===== src/hw/rtl/ira_pkg.sv =====
// ----------------------------------------------------------------------------
// ira_pkg
// Shared types, constants and helpers of the interval room assigner.
// ----------------------------------------------------------------------------
package ira_pkg;

  localparam int MAX_ROOMS  = 256;
  localparam int TIME_BITS  = 20;
  localparam int OUT_BITS   = 9;                        // width of room fields on the port
  localparam int COUNT_BITS = $clog2(MAX_ROOMS + 1);    // holds 0..MAX_ROOMS
  localparam int ADDR_BITS  = $clog2(MAX_ROOMS);        // heap slot index
  localparam int CHILD_BITS = ADDR_BITS + 2;            // child index before range check

  // heap slot: ordered by end time, then by room number
  typedef struct packed {
    logic [TIME_BITS-1:0]  end_key;
    logic [COUNT_BITS-1:0] room;
  } heap_entry_t;

  localparam int ENTRY_BITS = $bits(heap_entry_t);

  typedef enum logic [2:0] {
    S_IDLE,
    S_UP_READ,
    S_UP_CMP,
    S_DN_READ,
    S_DN_CMP,
    S_DONE
  } ira_state_t;

  // controller to datapath
  typedef struct packed {
    logic accept;
    logic up_read;
    logic up_cmp;
    logic dn_read;
    logic dn_cmp;
    logic load_out;
  } ira_cmd_t;

  // datapath to controller
  typedef struct packed {
    logic go_up;
    logic go_down;
    logic up_at_root;
    logic up_move;
    logic dn_leaf;
    logic dn_move;
    logic out_free;
  } ira_stat_t;

  function automatic logic entry_before(heap_entry_t a, heap_entry_t b);
    entry_before = (a.end_key < b.end_key) ||
                   ((a.end_key == b.end_key) && (a.room < b.room));
  endfunction

endpackage


===== src/hw/rtl/ira_ctrl.sv =====
// ----------------------------------------------------------------------------
// ira_ctrl
// Sequencer: accept, sift the heap one level per read and compare step, hand over result.
// ----------------------------------------------------------------------------
module ira_ctrl (
  input  logic               clk,
  input  logic               rst,
  input  logic               in_valid,
  output logic               in_ready,
  input  ira_pkg::ira_stat_t stat,
  output ira_pkg::ira_cmd_t  cmd
);

  ira_pkg::ira_state_t state, state_next;

  always_ff @(posedge clk) begin
    if (rst) begin
      state <= ira_pkg::S_IDLE;
    end else begin
      state <= state_next;
    end
  end

  always_comb begin
    state_next = state;
    unique case (state)
      ira_pkg::S_IDLE: begin
        if (in_valid) begin
          if (stat.go_down) begin
            state_next = ira_pkg::S_DN_READ;
          end else if (stat.go_up) begin
            state_next = ira_pkg::S_UP_READ;
          end else begin
            state_next = ira_pkg::S_DONE;
          end
        end
      end
      ira_pkg::S_UP_READ: begin
        state_next = stat.up_at_root ? ira_pkg::S_DONE : ira_pkg::S_UP_CMP;
      end
      ira_pkg::S_UP_CMP: begin
        state_next = stat.up_move ? ira_pkg::S_UP_READ : ira_pkg::S_DONE;
      end
      ira_pkg::S_DN_READ: begin
        state_next = stat.dn_leaf ? ira_pkg::S_DONE : ira_pkg::S_DN_CMP;
      end
      ira_pkg::S_DN_CMP: begin
        state_next = stat.dn_move ? ira_pkg::S_DN_READ : ira_pkg::S_DONE;
      end
      ira_pkg::S_DONE: begin
        if (stat.out_free) begin
          state_next = ira_pkg::S_IDLE;
        end
      end
      default: state_next = ira_pkg::S_IDLE;
    endcase
  end

  always_comb begin
    cmd      = '0;
    in_ready = 1'b0;
    unique case (state)
      ira_pkg::S_IDLE: begin
        in_ready   = 1'b1;
        cmd.accept = in_valid;
      end
      ira_pkg::S_UP_READ: cmd.up_read  = 1'b1;
      ira_pkg::S_UP_CMP:  cmd.up_cmp   = 1'b1;
      ira_pkg::S_DN_READ: cmd.dn_read  = 1'b1;
      ira_pkg::S_DN_CMP:  cmd.dn_cmp   = 1'b1;
      ira_pkg::S_DONE:    cmd.load_out = stat.out_free;
      default: cmd = '0;
    endcase
  end

endmodule


===== config.mk =====
export PLATFORM = sky130hd
export DESIGN_NAME = ira_ctrl
export DESIGN_NICKNAME = d
export VERILOG_FILES = /design/src/hw/rtl/ira_pkg.sv /design/src/hw/rtl/ira_ctrl.sv
export SDC_FILE = /design/constraint.sdc
export NUM_CORES = 1
export LEC_CHECK = 0
export BUFFER_PORTS_ARGS = -buffer_cell sky130_fd_sc_hd__buf_2
export CAP_MARGIN = 20
export CORE_AREA = 2 2 39 41
export DETAILED_ROUTE_END_ITERATION = 10
export DIE_AREA = 0 0 41 43
export GPL_TIMING_DRIVEN = 0
export PLACE_DENSITY_LB_ADDON = 0.05
export SLEW_MARGIN = 10
export SYNTH_ARGS = -nofsm -noshare
export SYNTH_HDL_FRONTEND = slang
export SYNTH_SLANG_ARGS = --single-unit

===== constraint.sdc =====
create_clock -name clk -period 2.3 [get_ports clk]
set_input_delay 0.46 -clock clk [delete_from_list [all_inputs] [get_ports clk]]
set_output_delay 0.46 -clock clk [all_outputs]
set_load 0.02 [all_outputs]

==> run_results.csv <==
group,metric,value,unit
run_status,status,"finished clean",
synth,yosys_warnings,0,
route,wl_per_cell,11.10,um
critical_path,cp-end-kind,"output pin",
timing,clock_skew,0.003097,ns
floorplan,die_area,1763,um^2
clock_network,cts_hold_buffers,0,
global_route,grt_overflow,0,
critical_path,r2r-start,"state[2]",
synth,yosysTopAreaCell,"dfxtp_1",
timing,tns,0,ns
global_route,track_usage,11.23,%
critical_path,worstPathCellList,"clkbuf_1 -> nor2b_1 -> nor2b_1 -> buf_2",
timing,max_slew_margin,74.85,%
route,wl,810,um
critical_path,cp-start-kind,"flip-flop",
min_path,min_path_cells,2,
layout,area_delta_synth_final,44.30,%
timing,drv_slew,0,
synth,synthTopCellsByArea,"dfxtp_1 21%, nand3b_1 11%, nor2b_1 6.6%",
clock_network,h-tree-depth,1,
min_path,hold_path.startpoint,"rst",
timing,clock.fmax,515.7,MHz
timing,finalCritPeriodShare,84.31,%
clock_network,clk_path_buf_depth,2,
floorplan,start_util,20.61,%
critical_path,required,1.84,ns
power,p_leak,0.0001867,uW
min_path,min_to,"state[2]",
clock_network,cts_made_buffers,3,
synth,synthAdderAreaFrac,0,%
global_route,antenna_found_initial,0,
synth,yosysSeqAreaShare,21.05,%
layout,final_common_cell,"buf_2",
layout,diodes,0,
layout,reg_top3,"state (3)",
power,switching_power,123.5,uW
critical_path,cpMostUsedCell,"nor2b_1",
timing,hold_viol,0,
layout,fin_nets,68,
job,drv_cap,0,
synth,synth_xor_xnor_area_share,0,%
layout,top_register,"state",
floorplan,ios,17,
synth,netlist_area,285.3,um^2
route,met2_length,355,um
synth,syn_inst,37,
synth,muxShareOfSynthArea,3.509,%
synth,synth_compound_area_share,25.44,%
clock_network,clock_latency,0.24,ns
synth,postSynthAreaPerCell,7.710,um^2
power,clkPwrFrac,29.6,%
layout,finish.utilization,29.75,%
critical_path,reg2reg_depth,4,
power,p_sw_share,39.09,%
critical_path,slowest_stage,"dfxtp_1",
timing,rsz0062_at_grt,"false",
floorplan,die_h,43,um
route,drc_errors,0,
placement,routabilityCongestion,0.6945,
route,vias,322,
synth,yosys.area_share.simple,40.79,%
synth,synth_top_area_share,21.05,%
layout,most-common-layout-cells,"16 x buf_2, 4 x clkbuf_1, 4 x nand3b_1",
route,dr_wl_met3,43,um
synth,synth_top_family_by_area,"simple AND/OR/NAND/NOR gates",
timing,timing.final.ws_setup,0.3609,ns
power,power_frac_comb,49.7,%
floorplan,core,1384,um^2
clock_network,cts_tree,"yes",
timing,worstMarginPinSlew,0.3773,ns
global_route,grt_pass1_vias,324,
clock_network,cts.clk_slew.worst_paths,0.04,ns
timing,finalSetupViolations,0,
global_route,grt_max_degree,11,
critical_path,regToRegSetupSlack,0.90,ns
global_route,grt_pass1_wl,1393,um
route,met1Wirelength,392,um
layout,largest_register_ffs,3,
power,max-vdd-ir-drop,0.1610,mV
route,ant_nets,0,
floorplan,fp-row-count,14,
route,via_per_inst,4.411,
route,dr.pass1.iters,3,
synth,synth_seq_cells,3,
synth,synth_nets,47,
layout,fill_cells,165,
power,seqPwrFrac,20.7,%
critical_path,critical_path_class,"reg -> out",
critical_path,critical_path_arrival,1.48,ns
placement,io_buffer_count,16,
power,cellPowerDensity,767.5,nW/um^2
clock_network,cts.sinks,3,
layout,seqCellArea,60.06,um^2
synth,ys_types,24,
critical_path,crit_fanout,10,
critical_path,r2r_end,"state[0]",
clock_network,cts_setup_buffers,0,
clock_network,cts_root_buffer,"clkbuf_4",
route,highest_layer,"met4",
clock_network,cts_resized,0,
min_path,hp-class,"in -> reg",
critical_path,worst_path_largest_cell_delay,0.35,ns
route,drt_iter0_drc,1,
layout,drive_above_1_share,36.84,%
floorplan,die_w,41,um
power,p_int,192.5,uW
placement,place_ws,0.6052,ns
timing,period_needed,1.939,ns
layout,multi_input_area,198.9,um^2
synth_stat cells:
cell type  number
and3_1          1
a211o_1         1
nand2_1         1
nand3b_1        4
clkbuf_1        3
nor3b_1         1
a211oi_2        1
o2111ai_1       1
dfxtp_1         3
o21ai_0         2
mux2i_1         1
nand2b_1        1
nor3_1          2
inv_1           1
or4_1           1
a21oi_1         2
a211oi_1        1
and2_1          2
a21o_1          1
buf_6           1
a22oi_1         1
or2b_1          1
nor2b_1         3
or3_1           1
how the worst max path moves through the flow:
stage | slack [ns] | start | to | cells past startpoint
global route | 0.23 | state[1] | cmd[3] | 4
detailed placement | 0.61 | state[1] | cmd[2] | 4
finish | 0.36 | state[1] | cmd[3] | 4
CTS | 0.35 | state[1] | cmd[3] | 4
floorplan | 0.44 | state[0] | cmd[5] | 4
global placement | 0.60 | state[1] | cmd[3] | 4
layout make-up:
cell class | count | share of cell area [%]
multi-input combinational | 29 | 48.33
sequential | 3 | 14.59
inverter | 1 | 0.9119
timing repair buffer | 16 | 19.45
tap | 16 | 4.863
buffer | 4 | 5.471
clock buffer | 4 | 6.383
cells by family after synthesis:
logic type | count (synthesis)
simple gates | 18
compound gates | 10
buf+inv | 5
flops | 3
mux | 1
worst max-delay path: cells and delay by family, from the launching register on:
family                 cells  cell delay, ns
flip-flops                 1            0.35
buffers and inverters      2            0.50
AND/OR/NAND/NOR            2            0.40
stage by stage:
step	total power [uW]	cells	hold WS, ns	instance area (um^2)
after floorplan	179.4	37	0.5246	285.3
after global placement	225.4	69	0.6317	385.4
after detailed placement	224.2	69	0.6256	385.4
after CTS	319.8	73	0.4176	411.6
after global routing	340.7	73	0.4276	411.6
final	315.9	73	0.4208	411.6
layer usage:
layer / GRT usage (%) / vias to the layer above
li1: - / 175
met1: 16.67 / 133
met2: 15.31 / 12
met3: 1.047 / 2
met4: 6.000 / 0
met5: 0 / -
power by group through the flow:
stage | registers [uW] | logic [uW] | clock network, uW
3_3_place_gp | 66.5 | 159 | 0
2_1_floorplan | 65.2 | 114 | 0
4_1_cts | 65.4 | 159 | 95.7
3_5_place_dp | 66.3 | 158 | 0
6_report | 65.4 | 157 | 93.5
5_1_grt | 66.3 | 173 | 101
(Power assumes the default switching activity.)
